===== src/design/assert_macros.svh =====
// Assertion helpers for the pitch controller RTL (included by the sequencer).
`ifndef ASSERT_MACROS_SVH
`define ASSERT_MACROS_SVH
`ifndef SYNTHESIS
`define PAPC_ASSERT(lbl, clk, rst, prop) \
    lbl: assert property (@(posedge clk) disable iff (rst) prop) \
        else $error("pitch controller assertion failed");
`define PAPC_ASSERT_NEVER(lbl, clk, rst, expr) \
    lbl: assert property (@(posedge clk) disable iff (rst) !(expr)) \
        else $error("pitch controller forbidden condition");
`else
`define PAPC_ASSERT(lbl, clk, rst, prop)
`define PAPC_ASSERT_NEVER(lbl, clk, rst, expr)
`endif
`endif


===== src/design/papc_pkg.sv =====
package papc_pkg;

    localparam int DATA_W    = 32;
    localparam int GAIN_W    = 24;
    localparam int DT_W      = 16;
    localparam int MUL_A_W   = GAIN_W + 1;
    localparam int MUL_B_W   = DATA_W + 1;
    localparam int PROD_W    = MUL_A_W + MUL_B_W;
    localparam int SUM_W     = DATA_W + 2;
    localparam int CFG_IDX_W = 3;
    localparam int STEP_W    = 4;

    localparam logic [STEP_W-1:0] INIT_STEP = 4'd11;

    localparam logic [GAIN_W-1:0]        LAG_RESET  = 24'd65536;
    localparam logic signed [DATA_W-1:0] PMAX_RESET = 32'sd1769472;
    localparam logic signed [DATA_W-1:0] PMIN_RESET = 32'sd0;

    typedef enum logic [CFG_IDX_W-1:0] {
        CFG_SPEED_PROP_GAIN,
        CFG_SPEED_INT_GAIN,
        CFG_POWER_PROP_GAIN,
        CFG_POWER_INT_GAIN,
        CFG_COMPENSATION_GAIN,
        CFG_INVERSE_LAG_TIME,
        CFG_PITCH_MAX,
        CFG_PITCH_MIN
    } cfg_reg_t;

    typedef enum logic {ST_IDLE, ST_RUN} seq_state_t;

    // ALU operand selects: result = a + b - c
    typedef enum logic [1:0] {OPA_PROD, OPA_ORDERED, OPA_SC, OPA_TGT} opa_t;
    typedef enum logic [2:0] {
        OPB_ZERO, OPB_SPEED, OPB_PINT, OPB_SINT, OPB_PC, OPB_PITCH
    } opb_t;
    typedef enum logic [1:0] {OPC_ZERO, OPC_ACTIVE, OPC_SREF, OPC_PITCH} opc_t;
    typedef enum logic [1:0] {POST_NONE, POST_SAT, POST_LIM, POST_RATE} post_t;
    typedef enum logic [3:0] {
        DST_NONE, DST_PE, DST_SE, DST_PC, DST_SC, DST_TGT, DST_DIFF,
        DST_PINT, DST_SINT, DST_DTH, DST_PITCH
    } dst_t;

    typedef enum logic [2:0] {
        MA_COMP, MA_SPG, MA_PPG, MA_SIG, MA_PIG, MA_ILT, MA_DT
    } mula_t;
    typedef enum logic [2:0] {
        MB_PE, MB_SE, MB_DIFF, MB_PRATE, MB_SRATE, MB_DTH
    } mulb_t;
    typedef enum logic [1:0] {CAP_NONE, CAP_PRATE, CAP_SRATE} cap_t;
    typedef enum logic [1:0] {SQ_NEXT, SQ_BR_INIT, SQ_DONE} seqop_t;

    typedef struct packed {
        opa_t              a_sel;
        opb_t              b_sel;
        opc_t              c_sel;
        post_t             post;
        dst_t              dst;
        mula_t             ma;
        mulb_t             mb;
        logic              mul_en;
        cap_t              cap;
        logic              init_op;
        seqop_t            seq;
        logic [STEP_W-1:0] target;
    } ucode_t;

    typedef struct packed {
        logic   en;
        logic   load_in;
        ucode_t uc;
    } dp_ctrl_t;

    localparam ucode_t UCODE_NOP = '{
        a_sel: OPA_PROD, b_sel: OPB_ZERO, c_sel: OPC_ZERO, post: POST_NONE,
        dst: DST_NONE, ma: MA_COMP, mb: MB_PE, mul_en: 1'b0, cap: CAP_NONE,
        init_op: 1'b0, seq: SQ_NEXT, target: '0
    };

    // Microprogram. A product issued in step k is consumed in step k+1.
    function automatic ucode_t ucode_rom(input logic [STEP_W-1:0] addr);
        ucode_t w;
        w = UCODE_NOP;
        case (addr)
            4'd0: begin
                w.a_sel = OPA_ORDERED; w.c_sel = OPC_ACTIVE;
                w.post = POST_SAT; w.dst = DST_PE;
                w.seq = SQ_BR_INIT; w.target = INIT_STEP;
            end
            4'd1: begin
                w.ma = MA_COMP; w.mb = MB_PE; w.mul_en = 1'b1;
            end
            4'd2: begin
                w.a_sel = OPA_PROD; w.b_sel = OPB_SPEED; w.c_sel = OPC_SREF;
                w.post = POST_SAT; w.dst = DST_SE;
                w.ma = MA_PPG; w.mb = MB_PE; w.mul_en = 1'b1;
            end
            4'd3: begin
                w.a_sel = OPA_PROD; w.b_sel = OPB_PINT; w.post = POST_LIM; w.dst = DST_PC;
                w.ma = MA_SPG; w.mb = MB_SE; w.mul_en = 1'b1;
            end
            4'd4: begin
                w.a_sel = OPA_PROD; w.b_sel = OPB_SINT; w.post = POST_LIM; w.dst = DST_SC;
                w.ma = MA_PIG; w.mb = MB_PE; w.mul_en = 1'b1;
            end
            4'd5: begin
                w.a_sel = OPA_SC; w.b_sel = OPB_PC; w.post = POST_LIM; w.dst = DST_TGT;
                w.cap = CAP_PRATE;
                w.ma = MA_SIG; w.mb = MB_SE; w.mul_en = 1'b1;
            end
            4'd6: begin
                w.a_sel = OPA_TGT; w.c_sel = OPC_PITCH; w.post = POST_NONE; w.dst = DST_DIFF;
                w.cap = CAP_SRATE;
                w.ma = MA_DT; w.mb = MB_PRATE; w.mul_en = 1'b1;
            end
            4'd7: begin
                w.a_sel = OPA_PROD; w.b_sel = OPB_PINT; w.post = POST_SAT; w.dst = DST_PINT;
                w.ma = MA_ILT; w.mb = MB_DIFF; w.mul_en = 1'b1;
            end
            4'd8: begin
                w.a_sel = OPA_PROD; w.post = POST_RATE; w.dst = DST_DTH;
                w.ma = MA_DT; w.mb = MB_SRATE; w.mul_en = 1'b1;
            end
            4'd9: begin
                w.a_sel = OPA_PROD; w.b_sel = OPB_SINT; w.post = POST_SAT; w.dst = DST_SINT;
                w.ma = MA_DT; w.mb = MB_DTH; w.mul_en = 1'b1;
            end
            4'd10: begin
                w.a_sel = OPA_PROD; w.b_sel = OPB_PITCH; w.post = POST_LIM; w.dst = DST_PITCH;
                w.seq = SQ_DONE;
            end
            INIT_STEP: begin
                w.init_op = 1'b1; w.seq = SQ_DONE;
            end
            default: begin
                w.seq = SQ_DONE;
            end
        endcase
        return w;
    endfunction

    function automatic logic signed [DATA_W-1:0] sat32(input logic signed [PROD_W-1:0] v);
        logic [PROD_W-DATA_W:0] top_bits;
        top_bits = v[PROD_W-1:DATA_W-1];
        if (&top_bits || ~|top_bits) begin
            return v[DATA_W-1:0];
        end else if (v[PROD_W-1]) begin
            return {1'b1, {(DATA_W-1){1'b0}}};
        end else begin
            return {1'b0, {(DATA_W-1){1'b1}}};
        end
    endfunction

endpackage


===== src/design/papc_sequencer.sv =====
`include "assert_macros.svh"

module papc_sequencer (
    input  logic               aclk,
    input  logic               aresetn,
    input  logic               s_valid,
    output logic               s_ready,
    input  logic               s_action,
    output logic               m_valid,
    input  logic               m_ready,
    output papc_pkg::dp_ctrl_t ctrl
);
    import papc_pkg::*;

    seq_state_t        state_reg, state_next;
    logic [STEP_W-1:0] step_reg, step_next;
    logic              action_reg, action_next;
    logic              m_valid_reg, m_valid_next;
    ucode_t            uc;
    logic              at_done;
    logic              stall;
    logic              done_fire;
    logic              s_fire;

    assign uc        = ucode_rom(step_reg);
    assign at_done   = (state_reg == ST_RUN) && (uc.seq == SQ_DONE);
    // hold the last step while the previous result is still waiting
    assign stall     = at_done && m_valid_reg && !m_ready;
    assign done_fire = at_done && !stall;
    assign s_ready   = (state_reg == ST_IDLE) || done_fire;
    assign s_fire    = s_valid && s_ready;

    always_comb begin
        state_next = state_reg;
        step_next  = step_reg;
        case (state_reg)
            ST_IDLE: begin
                if (s_fire) begin
                    state_next = ST_RUN;
                    step_next  = '0;
                end
            end
            ST_RUN: begin
                if (!stall) begin
                    case (uc.seq)
                        SQ_NEXT: step_next = step_reg + STEP_W'(1);
                        SQ_BR_INIT: begin
                            step_next = action_reg ? uc.target : step_reg + STEP_W'(1);
                        end
                        SQ_DONE: begin
                            if (s_fire) begin
                                step_next = '0;
                            end else begin
                                state_next = ST_IDLE;
                            end
                        end
                        default: state_next = ST_IDLE;
                    endcase
                end
            end
            default: state_next = ST_IDLE;
        endcase
    end

    always_comb begin
        ctrl.en      = (state_reg == ST_RUN) && !stall;
        ctrl.load_in = s_fire;
        ctrl.uc      = uc;
        action_next  = s_fire ? s_action : action_reg;
        m_valid_next = done_fire || (m_valid_reg && !m_ready);
    end

    always_ff @(posedge aclk) begin
        if (!aresetn) begin
            state_reg   <= ST_IDLE;
            step_reg    <= '0;
            action_reg  <= 1'b0;
            m_valid_reg <= 1'b0;
        end else begin
            state_reg   <= state_next;
            step_reg    <= step_next;
            action_reg  <= action_next;
            m_valid_reg <= m_valid_next;
        end
    end

    assign m_valid = m_valid_reg;

    `PAPC_ASSERT(a_accept_starts, aclk, !aresetn, s_fire |=> (state_reg == ST_RUN) && (step_reg == '0))
    `PAPC_ASSERT(a_step_range, aclk, !aresetn, (state_reg == ST_RUN) |-> (step_reg <= INIT_STEP))
    `PAPC_ASSERT(a_valid_from_done, aclk, !aresetn, $rose(m_valid_reg) |-> $past(done_fire))
    `PAPC_ASSERT_NEVER(a_no_overwrite, aclk, !aresetn, done_fire && m_valid_reg && !m_ready)

endmodule


===== src/design/papc_datapath.sv =====
module papc_datapath #(
    parameter int RATE_UP_LIMIT   = 655360,
    parameter int RATE_DOWN_LIMIT = -655360,
    parameter int FRACTION_BITS   = 16
) (
    input  logic                                   aclk,
    input  logic                                   aresetn,
    input  papc_pkg::dp_ctrl_t                     ctrl,
    input  logic [papc_pkg::GAIN_W-1:0]            speed_prop_gain,
    input  logic [papc_pkg::GAIN_W-1:0]            speed_int_gain,
    input  logic [papc_pkg::GAIN_W-1:0]            power_prop_gain,
    input  logic [papc_pkg::GAIN_W-1:0]            power_int_gain,
    input  logic signed [papc_pkg::GAIN_W-1:0]     compensation_gain,
    input  logic [papc_pkg::GAIN_W-1:0]            inverse_lag_time,
    input  logic signed [papc_pkg::DATA_W-1:0]     pitch_max,
    input  logic signed [papc_pkg::DATA_W-1:0]     pitch_min,
    input  logic signed [papc_pkg::DATA_W-1:0]     s_turbine_speed,
    input  logic signed [papc_pkg::DATA_W-1:0]     s_ordered_power,
    input  logic signed [papc_pkg::DATA_W-1:0]     s_active_reference,
    input  logic signed [papc_pkg::DATA_W-1:0]     s_speed_ref,
    input  logic                                   s_speed_ref_valid,
    input  logic signed [papc_pkg::DATA_W-1:0]     s_initial_pitch,
    input  logic [papc_pkg::DT_W-1:0]              s_delta_t,
    output logic signed [papc_pkg::DATA_W-1:0]     m_pitch_angle,
    output logic                                   m_speed_windup,
    output logic                                   m_power_windup,
    output logic                                   m_init_error
);
    import papc_pkg::*;

    // held copy of the item in progress
    logic signed [DATA_W-1:0] speed_reg, ordered_reg, active_reg, sref_reg, ipitch_reg;
    logic                     sref_valid_reg;
    logic [DT_W-1:0]          dt_reg;

    // scratch registers
    logic signed [DATA_W-1:0] pe_reg, se_reg, sc_reg, pc_reg, tgt_reg, dth_reg;
    logic signed [DATA_W-1:0] prate_reg, srate_reg;
    logic signed [DATA_W:0]   diff_reg;
    logic signed [PROD_W-1:0] prod_reg;
    logic                     prod_dt_reg;

    // controller state
    logic signed [DATA_W-1:0] pitch_reg, pitch_next;
    logic signed [DATA_W-1:0] sint_reg, sint_next;
    logic signed [DATA_W-1:0] pint_reg, pint_next;
    logic signed [DATA_W-1:0] sis_reg, sis_next;

    logic signed [DATA_W-1:0] m_pitch_angle_reg;
    logic                     m_speed_windup_reg, m_power_windup_reg, m_init_error_reg;

    logic signed [MUL_A_W-1:0] mul_a;
    logic signed [MUL_B_W-1:0] mul_b;
    logic signed [PROD_W-1:0]  mul_p;
    logic signed [PROD_W-1:0]  prod_sh;
    logic signed [DATA_W-1:0]  mval;
    logic signed [DATA_W-1:0]  opa, opb, opc;
    logic signed [SUM_W-1:0]   sum, lo_x, hi_x, up_x, dn_x, lim_v, rate_v;
    logic signed [DATA_W-1:0]  sat_v;
    logic signed [DATA_W:0]    alu_res;
    logic signed [DATA_W-1:0]  alu32;
    logic                      swind, pwind, init_ok, done;

    // shared multiplier
    always_comb begin
        case (ctrl.uc.ma)
            MA_COMP: mul_a = {compensation_gain[GAIN_W-1], compensation_gain};
            MA_SPG:  mul_a = {1'b0, speed_prop_gain};
            MA_PPG:  mul_a = {1'b0, power_prop_gain};
            MA_SIG:  mul_a = {1'b0, speed_int_gain};
            MA_PIG:  mul_a = {1'b0, power_int_gain};
            MA_ILT:  mul_a = {1'b0, inverse_lag_time};
            MA_DT:   mul_a = MUL_A_W'(dt_reg);
            default: mul_a = '0;
        endcase
        case (ctrl.uc.mb)
            MB_PE:    mul_b = {pe_reg[DATA_W-1], pe_reg};
            MB_SE:    mul_b = {se_reg[DATA_W-1], se_reg};
            MB_DIFF:  mul_b = diff_reg;
            MB_PRATE: mul_b = {prate_reg[DATA_W-1], prate_reg};
            MB_SRATE: mul_b = {srate_reg[DATA_W-1], srate_reg};
            MB_DTH:   mul_b = {dth_reg[DATA_W-1], dth_reg};
            default:  mul_b = '0;
        endcase
    end

    assign mul_p = mul_a * mul_b;

    // floor shift of the registered product, then saturate
    assign prod_sh = prod_dt_reg ? (prod_reg >>> DT_W) : (prod_reg >>> FRACTION_BITS);
    assign mval    = sat32(prod_sh);

    // ALU: a + b - c, then saturate, clamp, or pass through
    always_comb begin
        case (ctrl.uc.a_sel)
            OPA_PROD:    opa = mval;
            OPA_ORDERED: opa = ordered_reg;
            OPA_SC:      opa = sc_reg;
            OPA_TGT:     opa = tgt_reg;
            default:     opa = '0;
        endcase
        case (ctrl.uc.b_sel)
            OPB_ZERO:  opb = '0;
            OPB_SPEED: opb = speed_reg;
            OPB_PINT:  opb = pint_reg;
            OPB_SINT:  opb = sint_reg;
            OPB_PC:    opb = pc_reg;
            OPB_PITCH: opb = pitch_reg;
            default:   opb = '0;
        endcase
        case (ctrl.uc.c_sel)
            OPC_ZERO:   opc = '0;
            OPC_ACTIVE: opc = active_reg;
            OPC_SREF:   opc = sref_valid_reg ? sref_reg : sis_reg;
            OPC_PITCH:  opc = pitch_reg;
            default:    opc = '0;
        endcase
    end

    assign sum  = SUM_W'(opa) + SUM_W'(opb) - SUM_W'(opc);
    assign lo_x = SUM_W'(pitch_min);
    assign hi_x = SUM_W'(pitch_max);
    assign up_x = SUM_W'(RATE_UP_LIMIT);
    assign dn_x = SUM_W'(RATE_DOWN_LIMIT);

    // raise to the lower limit first, so the upper limit wins when they cross
    always_comb begin
        lim_v = sum;
        if (lim_v < lo_x) lim_v = lo_x;
        if (lim_v > hi_x) lim_v = hi_x;
        rate_v = sum;
        if (rate_v < dn_x) rate_v = dn_x;
        if (rate_v > up_x) rate_v = up_x;
    end

    assign sat_v = sat32(PROD_W'(sum));

    always_comb begin
        case (ctrl.uc.post)
            POST_NONE: alu_res = sum[DATA_W:0];
            POST_SAT:  alu_res = {sat_v[DATA_W-1], sat_v};
            POST_LIM:  alu_res = lim_v[DATA_W:0];
            POST_RATE: alu_res = rate_v[DATA_W:0];
            default:   alu_res = sum[DATA_W:0];
        endcase
    end

    assign alu32 = alu_res[DATA_W-1:0];

    assign swind = ((sc_reg >= pitch_max) && (se_reg > 0)) ||
                   ((sc_reg <= pitch_min) && (se_reg < 0));
    assign pwind = ((pc_reg >= pitch_max) && (pe_reg > 0)) ||
                   ((pc_reg <= pitch_min) && (pe_reg < 0));
    assign init_ok = !((ipitch_reg < pitch_min) || (ipitch_reg > pitch_max));
    assign done    = ctrl.en && (ctrl.uc.seq == SQ_DONE);

    always_comb begin
        pitch_next = pitch_reg;
        sint_next  = sint_reg;
        pint_next  = pint_reg;
        sis_next   = sis_reg;
        if (ctrl.en) begin
            if (ctrl.uc.init_op) begin
                if (init_ok) begin
                    sis_next   = speed_reg;
                    pitch_next = ipitch_reg;
                    sint_next  = ipitch_reg;
                    pint_next  = '0;
                end
            end else begin
                case (ctrl.uc.dst)
                    DST_PINT:  pint_next  = alu32;
                    DST_SINT:  sint_next  = alu32;
                    DST_PITCH: pitch_next = alu32;
                    default: ;
                endcase
            end
        end
    end

    always_ff @(posedge aclk) begin
        if (!aresetn) begin
            pitch_reg <= '0;
            sint_reg  <= '0;
            pint_reg  <= '0;
            sis_reg   <= '0;
        end else begin
            pitch_reg <= pitch_next;
            sint_reg  <= sint_next;
            pint_reg  <= pint_next;
            sis_reg   <= sis_next;
        end
    end

    always_ff @(posedge aclk) begin
        if (ctrl.load_in) begin
            speed_reg      <= s_turbine_speed;
            ordered_reg    <= s_ordered_power;
            active_reg     <= s_active_reference;
            sref_reg       <= s_speed_ref;
            sref_valid_reg <= s_speed_ref_valid;
            ipitch_reg     <= s_initial_pitch;
            dt_reg         <= s_delta_t;
        end
        if (ctrl.en && ctrl.uc.mul_en) begin
            prod_reg    <= mul_p;
            prod_dt_reg <= (ctrl.uc.ma == MA_DT);
        end
        if (ctrl.en) begin
            case (ctrl.uc.dst)
                DST_PE:   pe_reg   <= alu32;
                DST_SE:   se_reg   <= alu32;
                DST_PC:   pc_reg   <= alu32;
                DST_SC:   sc_reg   <= alu32;
                DST_TGT:  tgt_reg  <= alu32;
                DST_DIFF: diff_reg <= alu_res;
                DST_DTH:  dth_reg  <= alu32;
                default: ;
            endcase
            case (ctrl.uc.cap)
                CAP_PRATE: prate_reg <= pwind ? '0 : mval;
                CAP_SRATE: srate_reg <= swind ? '0 : mval;
                default: ;
            endcase
        end
        if (done) begin
            m_pitch_angle_reg  <= pitch_next;
            m_speed_windup_reg <= !ctrl.uc.init_op && swind;
            m_power_windup_reg <= !ctrl.uc.init_op && pwind;
            m_init_error_reg   <= ctrl.uc.init_op && !init_ok;
        end
    end

    assign m_pitch_angle  = m_pitch_angle_reg;
    assign m_speed_windup = m_speed_windup_reg;
    assign m_power_windup = m_power_windup_reg;
    assign m_init_error   = m_init_error_reg;

endmodule


===== src/design/pitch_angle_pi_controller_top.sv =====
// Wind turbine pitch PI controller, signed Q15.16 datapath driven by a small
// microprogram. A step item (action 0) runs steps 0 to 10 and an init item (action 1)
// branches from step 0 to the init step. A step item runs its nine products one at a time
// through a single 25x33 multiplier followed by a shared add/saturate/clamp unit. The
// next item is taken in the last step of the current one, so back-to-back items run
// with no idle gap. Results sit in an output register; if it is still occupied the last
// step holds until the result is taken. Configuration registers are written through
// cfg_we/cfg_index/cfg_data, by the user only while idle; the block does not enforce it.
module pitch_angle_pi_controller_top #(
    parameter int RATE_UP_LIMIT   = 655360,
    parameter int RATE_DOWN_LIMIT = -655360,
    parameter int FRACTION_BITS   = 16
) (
    input  logic                                 aclk,
    input  logic                                 aresetn,
    input  logic                                 cfg_we,
    input  logic [papc_pkg::CFG_IDX_W-1:0]       cfg_index,
    input  logic [papc_pkg::DATA_W-1:0]          cfg_data,
    input  logic                                 s_valid,
    output logic                                 s_ready,
    input  logic                                 s_action,
    input  logic signed [papc_pkg::DATA_W-1:0]   s_turbine_speed,
    input  logic signed [papc_pkg::DATA_W-1:0]   s_ordered_power,
    input  logic signed [papc_pkg::DATA_W-1:0]   s_active_reference,
    input  logic signed [papc_pkg::DATA_W-1:0]   s_speed_ref,
    input  logic                                 s_speed_ref_valid,
    input  logic signed [papc_pkg::DATA_W-1:0]   s_initial_pitch,
    input  logic [papc_pkg::DT_W-1:0]            s_delta_t,
    output logic                                 m_valid,
    input  logic                                 m_ready,
    output logic signed [papc_pkg::DATA_W-1:0]   m_pitch_angle,
    output logic                                 m_speed_windup,
    output logic                                 m_power_windup,
    output logic                                 m_init_error
);
    import papc_pkg::*;

    logic [GAIN_W-1:0]        speed_prop_gain_reg, speed_prop_gain_next;
    logic [GAIN_W-1:0]        speed_int_gain_reg, speed_int_gain_next;
    logic [GAIN_W-1:0]        power_prop_gain_reg, power_prop_gain_next;
    logic [GAIN_W-1:0]        power_int_gain_reg, power_int_gain_next;
    logic signed [GAIN_W-1:0] compensation_gain_reg, compensation_gain_next;
    logic [GAIN_W-1:0]        inverse_lag_time_reg, inverse_lag_time_next;
    logic signed [DATA_W-1:0] pitch_max_reg, pitch_max_next;
    logic signed [DATA_W-1:0] pitch_min_reg, pitch_min_next;
    dp_ctrl_t                 ctrl;

    always_comb begin
        speed_prop_gain_next   = speed_prop_gain_reg;
        speed_int_gain_next    = speed_int_gain_reg;
        power_prop_gain_next   = power_prop_gain_reg;
        power_int_gain_next    = power_int_gain_reg;
        compensation_gain_next = compensation_gain_reg;
        inverse_lag_time_next  = inverse_lag_time_reg;
        pitch_max_next         = pitch_max_reg;
        pitch_min_next         = pitch_min_reg;
        if (cfg_we) begin
            case (cfg_reg_t'(cfg_index))
                CFG_SPEED_PROP_GAIN:   speed_prop_gain_next   = cfg_data[GAIN_W-1:0];
                CFG_SPEED_INT_GAIN:    speed_int_gain_next    = cfg_data[GAIN_W-1:0];
                CFG_POWER_PROP_GAIN:   power_prop_gain_next   = cfg_data[GAIN_W-1:0];
                CFG_POWER_INT_GAIN:    power_int_gain_next    = cfg_data[GAIN_W-1:0];
                CFG_COMPENSATION_GAIN: compensation_gain_next = cfg_data[GAIN_W-1:0];
                CFG_INVERSE_LAG_TIME:  inverse_lag_time_next  = cfg_data[GAIN_W-1:0];
                CFG_PITCH_MAX:         pitch_max_next         = cfg_data;
                CFG_PITCH_MIN:         pitch_min_next         = cfg_data;
                default: ;
            endcase
        end
    end

    always_ff @(posedge aclk) begin
        if (!aresetn) begin
            speed_prop_gain_reg   <= '0;
            speed_int_gain_reg    <= '0;
            power_prop_gain_reg   <= '0;
            power_int_gain_reg    <= '0;
            compensation_gain_reg <= '0;
            inverse_lag_time_reg  <= LAG_RESET;
            pitch_max_reg         <= PMAX_RESET;
            pitch_min_reg         <= PMIN_RESET;
        end else begin
            speed_prop_gain_reg   <= speed_prop_gain_next;
            speed_int_gain_reg    <= speed_int_gain_next;
            power_prop_gain_reg   <= power_prop_gain_next;
            power_int_gain_reg    <= power_int_gain_next;
            compensation_gain_reg <= compensation_gain_next;
            inverse_lag_time_reg  <= inverse_lag_time_next;
            pitch_max_reg         <= pitch_max_next;
            pitch_min_reg         <= pitch_min_next;
        end
    end

    papc_sequencer u_seq (
        .aclk     (aclk),
        .aresetn  (aresetn),
        .s_valid  (s_valid),
        .s_ready  (s_ready),
        .s_action (s_action),
        .m_valid  (m_valid),
        .m_ready  (m_ready),
        .ctrl     (ctrl)
    );

    papc_datapath #(
        .RATE_UP_LIMIT   (RATE_UP_LIMIT),
        .RATE_DOWN_LIMIT (RATE_DOWN_LIMIT),
        .FRACTION_BITS   (FRACTION_BITS)
    ) u_dp (
        .aclk               (aclk),
        .aresetn            (aresetn),
        .ctrl               (ctrl),
        .speed_prop_gain    (speed_prop_gain_reg),
        .speed_int_gain     (speed_int_gain_reg),
        .power_prop_gain    (power_prop_gain_reg),
        .power_int_gain     (power_int_gain_reg),
        .compensation_gain  (compensation_gain_reg),
        .inverse_lag_time   (inverse_lag_time_reg),
        .pitch_max          (pitch_max_reg),
        .pitch_min          (pitch_min_reg),
        .s_turbine_speed    (s_turbine_speed),
        .s_ordered_power    (s_ordered_power),
        .s_active_reference (s_active_reference),
        .s_speed_ref        (s_speed_ref),
        .s_speed_ref_valid  (s_speed_ref_valid),
        .s_initial_pitch    (s_initial_pitch),
        .s_delta_t          (s_delta_t),
        .m_pitch_angle      (m_pitch_angle),
        .m_speed_windup     (m_speed_windup),
        .m_power_windup     (m_power_windup),
        .m_init_error       (m_init_error)
    );

endmodule

===== config.mk =====
export PLATFORM = sky130hd
export DESIGN_NAME = pitch_angle_pi_controller_top
export DESIGN_NICKNAME = d
export VERILOG_FILES = /design/src/design/papc_pkg.sv /design/src/design/papc_sequencer.sv /design/src/design/papc_datapath.sv /design/src/design/pitch_angle_pi_controller_top.sv
export VERILOG_INCLUDE_DIRS = /design/src /design/src/design
export SDC_FILE = /design/constraint.sdc
export NUM_CORES = 2
export LEC_CHECK = 0
export BUFFER_PORTS_ARGS = -buffer_cell sky130_fd_sc_hd__buf_2
export CORE_MARGIN = 2
export CORE_UTILIZATION = 65
export CTS_BUF_LIST = sky130_fd_sc_hd__clkbuf_4 sky130_fd_sc_hd__clkbuf_8
export DETAILED_ROUTE_END_ITERATION = 10
export GPL_ROUTABILITY_DRIVEN = 0
export HOLD_SLACK_MARGIN = 0.12
export PLACE_DENSITY_LB_ADDON = 0.05
export RECOVER_POWER = 100
export SYNTH_ARGS = -nofsm -noshare
export SYNTH_HDL_FRONTEND = slang
export SYNTH_HIERARCHICAL = 1
export SYNTH_SLANG_ARGS = --single-unit

===== constraint.sdc =====
create_clock -name aclk -period 31.5 [get_ports aclk]
set_input_delay 3.15 -clock aclk [delete_from_list [all_inputs] [get_ports aclk]]
set_output_delay 3.15 -clock aclk [all_outputs]
set_load 0.05 [all_outputs]

# Word-level counts from Yosys, hierarchy flattened
# Index checks and enable logic that the tools add are counted.
word_totals:
  register_bits: 902
  inputBits: 218
  out_inout_bits: 37
  word_cells: 227
classes:
  n_addsub: 3
  mul: 1
  order_cmp: 14
  eq_ne: 60
  n_mux: 43
  bitwise: 2
  n_reduce_logical: 67
op_table:
  columns: ["operator", "n"]
  rows:
  - ["$mux W32", 15]
  - ["$pmux W32 S4", 2]
  - ["$pmux W33 S6", 1]
  - ["$pmux W25 S7", 1]
  - ["$pmux W32 S5", 1]
  - ["$pmux W33 S4", 1]
  - ["$mux W34", 2]
  - ["$mux W33", 2]
  - ["$ge A32 B32 Y1", 2]
  - ["$gt A32 B1 Y1 const B", 2]
  - ["$le A32 B32 Y1", 2]
  - ["$lt A32 B1 Y1 const B", 2]
  - ["$pmux W7 S9", 1]
  - ["$pmux W6 S10", 1]
  - ["$mul A25 B33 Y58", 1]
  - ["$reduce_and A2 Y1", 18]
  - ["$gt A34 B21 Y1 const B", 1]
  - ["$gt A34 B32 Y1", 1]
  - ["$lt A34 B21 Y1 const B", 1]
  - ["$lt A34 B32 Y1", 1]
  - ["$sub A33 B32 Y34", 1]
  - ["$add A32 B32 Y33", 1]
  - ["$eq A3 B3 Y1 const B", 11]
  - ["$eq A4 B3 Y1 const B", 8]
  - ["34 further kinds", 111]

# Longest topological paths before layout
logic_depth:
  word_depth: 15
  ltp_mapped: 52
  mapped_depth_nobuf: 44

# By module
# Netlist, hierarchy kept.
modules_own_cells:
  columns: ["mod", "instances", "cells_each", "area_per_inst_um2", "seq_area_each_um2"]
  rows:
  - ["papc_datapath", 1, 6485, 66257.3, 18868.1]
  - ["pitch_angle_pi_controller_top", 1, 725, 7552.2, 4164.0]
  - ["papc_sequencer", 1, 111, 819.5, 140.1]

# Worst setup path before layout
# Ideal clock, no wire load.
synth_path:
  kind: "register -> register"
  start: "register u_seq.step_reg[0]"
  end: "register u_dp.diff_reg[27], data pin"
  setup_ns: 0.295
  t_arrival_ns: 10.116
  t_required_ns: 31.205
  setup_slack_ns: 21.089
  path_stages_with_launch: 48
  path_buffers: 11
  synth_period_minus_slack_ns: 10.411
  cell_sequence: "dfxtp_1 > inv_1 > ha_1 > buf_4 > inv_1 > nor3_1 > or2_2 > clkbuf_1 > clkbuf_1 > mux4_2 > inv_1 > fa_1 > inv_1 > ha_1 > buf_6 > and3_1 > a221oi_2 > o21ai_2 > (+12 left out) > buf_2 > buf_2 > clkbuf_1 > o21ai_0 > ha_1 > a21o_1 > a21o_1 > a2111oi_0 > a2bb2oi_1 > a21o_1 > and2_1 > clkbuf_1 > buf_2 > clkbuf_1 > mux2i_1 > a21oi_1 > o31ai_1 > inv_1"
synth_lines:
  columns: ["item", "line_no", "text"]
  rows:
  - ["from (decl)", "papc_sequencer.sv:16", "logic [STEP_W-1:0] step_reg, step_next;"]
  - ["from (signal assigned)", "papc_sequencer.sv:81", "step_reg <= step_next;"]
  - ["to (signal assigned)", "papc_datapath.sv:216", "DST_DIFF: diff_reg <= alu_res;"]
  - ["to (decl)", "papc_datapath.sv:39", "logic signed [DATA_W:0] diff_reg;"]

==> reports/metrics.cfg <==
[status]
status=finished with violations
violations=max-capacitance violations, max-slew violations

[pwr]
p_sw_uw=3170
swShare_pct=50.2
p_leak_uw=0.0335
irDropWorstVdd_v=0.000148
internal_power_uw=3140
powerDensity_nw_per_um2=78.5
clockPowerShare_pct=16.5
sequentialPowerShare_pct=24.9
p_comb_share_pct=58.6

[worst_setup_path]
setup.worst_path.start_class=flip-flop
reg2reg_from=u_seq/step_reg[2]$_SDFFE_PN0P_
slowest_stage=or2_0
reg2reg_slack_ns=12.74
cp.required_ns=32.10
end_kind=flip-flop
timing.rr.end=u_dp/m_pitch_angle[23]$_DFFE_PP_
ff2ff_path_depth=38
cp_common_cell=o21ai_0
path_max_fanout=42
critical_path_class=flip-flop to flip-flop
arrival_ns=19.35
cpPeakStageDelay_ns=1.79

[run]
maxCapViolations=31

[place]
pre_cts_ws_ns=18.38
portBuffers=254
place_area_um2=77700
post-dp-hpwl_mm=199
dp.cells=8851

[finish]
drive_gt1_share_pct=10.4
syn_to_final_growth_pct=7.81
final_cell_count_no_fill=9114
nNetsFinal=9021
largest_reg_flops=42
final_util_pct=70.5
final_area_um2=80400

[die]
ios=255
rows=124
die_width_um=343
die_h_um=343
dieArea_um2=117000
initial_utilization_pct=65.4
coreArea_um2=114000

[global_route]
grt.overflow.total=0
grt_start_max_net_pins=94
first_global_vias=61000
grt_use_total_pct=45.9
grt_antenna_before_repair=12
grt_pass1_wl_mm=390

[sta]
skew_ns=0.0736
fmax_ghz=0.0533
rsz0062_at_grt=false
setup_tns_ns=0
finalHoldViolCount=0
fin_ws_ns=12.74
fin_crit_ns=18.76
timing.final.crit_share_pct=59.6
slew_headroom_pct=-210
worstMarginPinSlew_ns=4.65
slew_viol_final=1210
setup_violations=0

[clock_tree]
clk_path_buf_depth=3
cts.sinks=886
clock-root-buffer=clkbuf_8
cts_made_buffers=136
cts_resized=0
h-tree-depth=4
insertion_delay_ns=0.88
cts-hold-fix-buffers=0
cts.clk_slew.worst_paths_ns=0.06
post_cts_buffers=0
cts_tree=done

[detailed_routing]
avgViaCountPerCell=6.61
wl_mm=266
drt_iter0_markers=7511
dr_total_vias=60200
post_drt_wl_per_cell_um=29.2
ant_nets=0
drc=0
dr.pass1.iters=11

[synthesis]
syn_nets=8859
ys_warn_count=6
syn_inst=7317
synth_area_um2=74600
syn_avg_cell_area_um2=10.2

[worst_hold_path]
hold_path_end=speed_int_gain_reg[17]$_SDFFE_PN0P_
min_from=speed_int_gain_reg[17]$_SDFFE_PN0P_
min_path_type=flip-flop to flip-flop
whs_path_depth=2

through the flow:
stage               total power [uW]  hold slack, ns
floorplan                       3750           0.430
global placement                4990           0.440
detailed placement              5030           0.448
CTS                             6080           0.457
global route                    6510           0.474
finish                          6310           0.456
power groups by stage:
stage | Combinational [uW] | Sequential, uW | Clock (uW)
after floorplan | 2210 | 1550 | 0
after global placement | 3400 | 1590 | 0
after detailed placement | 3440 | 1590 | 0
after CTS | 3470 | 1560 | 1050
after global routing | 3850 | 1570 | 1090
final | 3700 | 1580 | 1040
how the worst max path moves through the flow:
stage                                   startpoint                               end
CTS                 u_seq/step_reg[2]$_SDFFE_PN0P_        u_dp/dth_reg[19]$_DFFE_PP_
global route        u_seq/step_reg[2]$_SDFFE_PN0P_     u_dp/pitch_reg[26]$_SDFF_PN0_
detailed placement  u_seq/step_reg[2]$_SDFFE_PN0P_       u_dp/diff_reg[19]$_DFFE_PP_
finish              u_seq/step_reg[2]$_SDFFE_PN0P_  u_dp/m_pitch_angle[23]$_DFFE_PP_
floorplan           u_seq/step_reg[0]$_SDFFE_PN0P_       u_dp/diff_reg[27]$_DFFE_PP_
global placement    u_seq/step_reg[2]$_SDFFE_PN0P_       u_dp/diff_reg[19]$_DFFE_PP_
placed cells by master (no fill, tap or decap), drive strengths merged, types with 35 or more instances in the layout:
| master | count |
|---|---|
| dfxtp | 343 |
| mux2i | 392 |
| inv | 972 |
| o21ai | 238 |
| nand3 | 74 |
| a22oi | 35 |
| a21oi | 277 |
| nand2b | 38 |
| mux4 | 46 |
| ha | 451 |
| nor2b | 44 |
| o22ai | 35 |
| a21o | 129 |
| nand2 | 991 |
| fa | 873 |
| and2 | 81 |
| a221oi | 35 |
| mux2 | 70 |
| buf | 327 |
| nor2 | 557 |
| nand4 | 83 |
| nor3 | 63 |
| clkbuf | 259 |
| a22o | 44 |
| o21a | 44 |
| edfxtp | 543 |
| clkinv | 47 |
| xnor2 | 57 |
final cells by class:
type | instances | area, um2
Sequential cell | 886 | 23200
Timing Repair Buffer | 401 | 2210
Tap cell | 1512 | 1890
Antenna cell | 9 | 22.5
Inverter | 968 | 3630
Clock buffer | 185 | 2330
Clock inverter | 67 | 611
Fill cell | 8781 | 33600
Multi-Input combinational cell | 5086 | 46500
per-layer routing:
layer	track usage (%)	wire length (um)
met2	70.6	119000
met3	13.7	31600
met1	52.7	87400
met4	38.8	28400
met5	0.681	206
critical path: cells and delay by family, from the launching register on:
family | cells | cell delay [ns]
buffers and inverters | 6 | 4.36
adders and majority gates | 4 | 1.76
DFF | 1 | 0.90
xor gates and xnor gates | 1 | 0.46
AOI/OAI and AO/OA | 14 | 5.29
and+or+nand+nor | 13 | 5.62
Note: power is estimated with default switching activity, not from simulation.
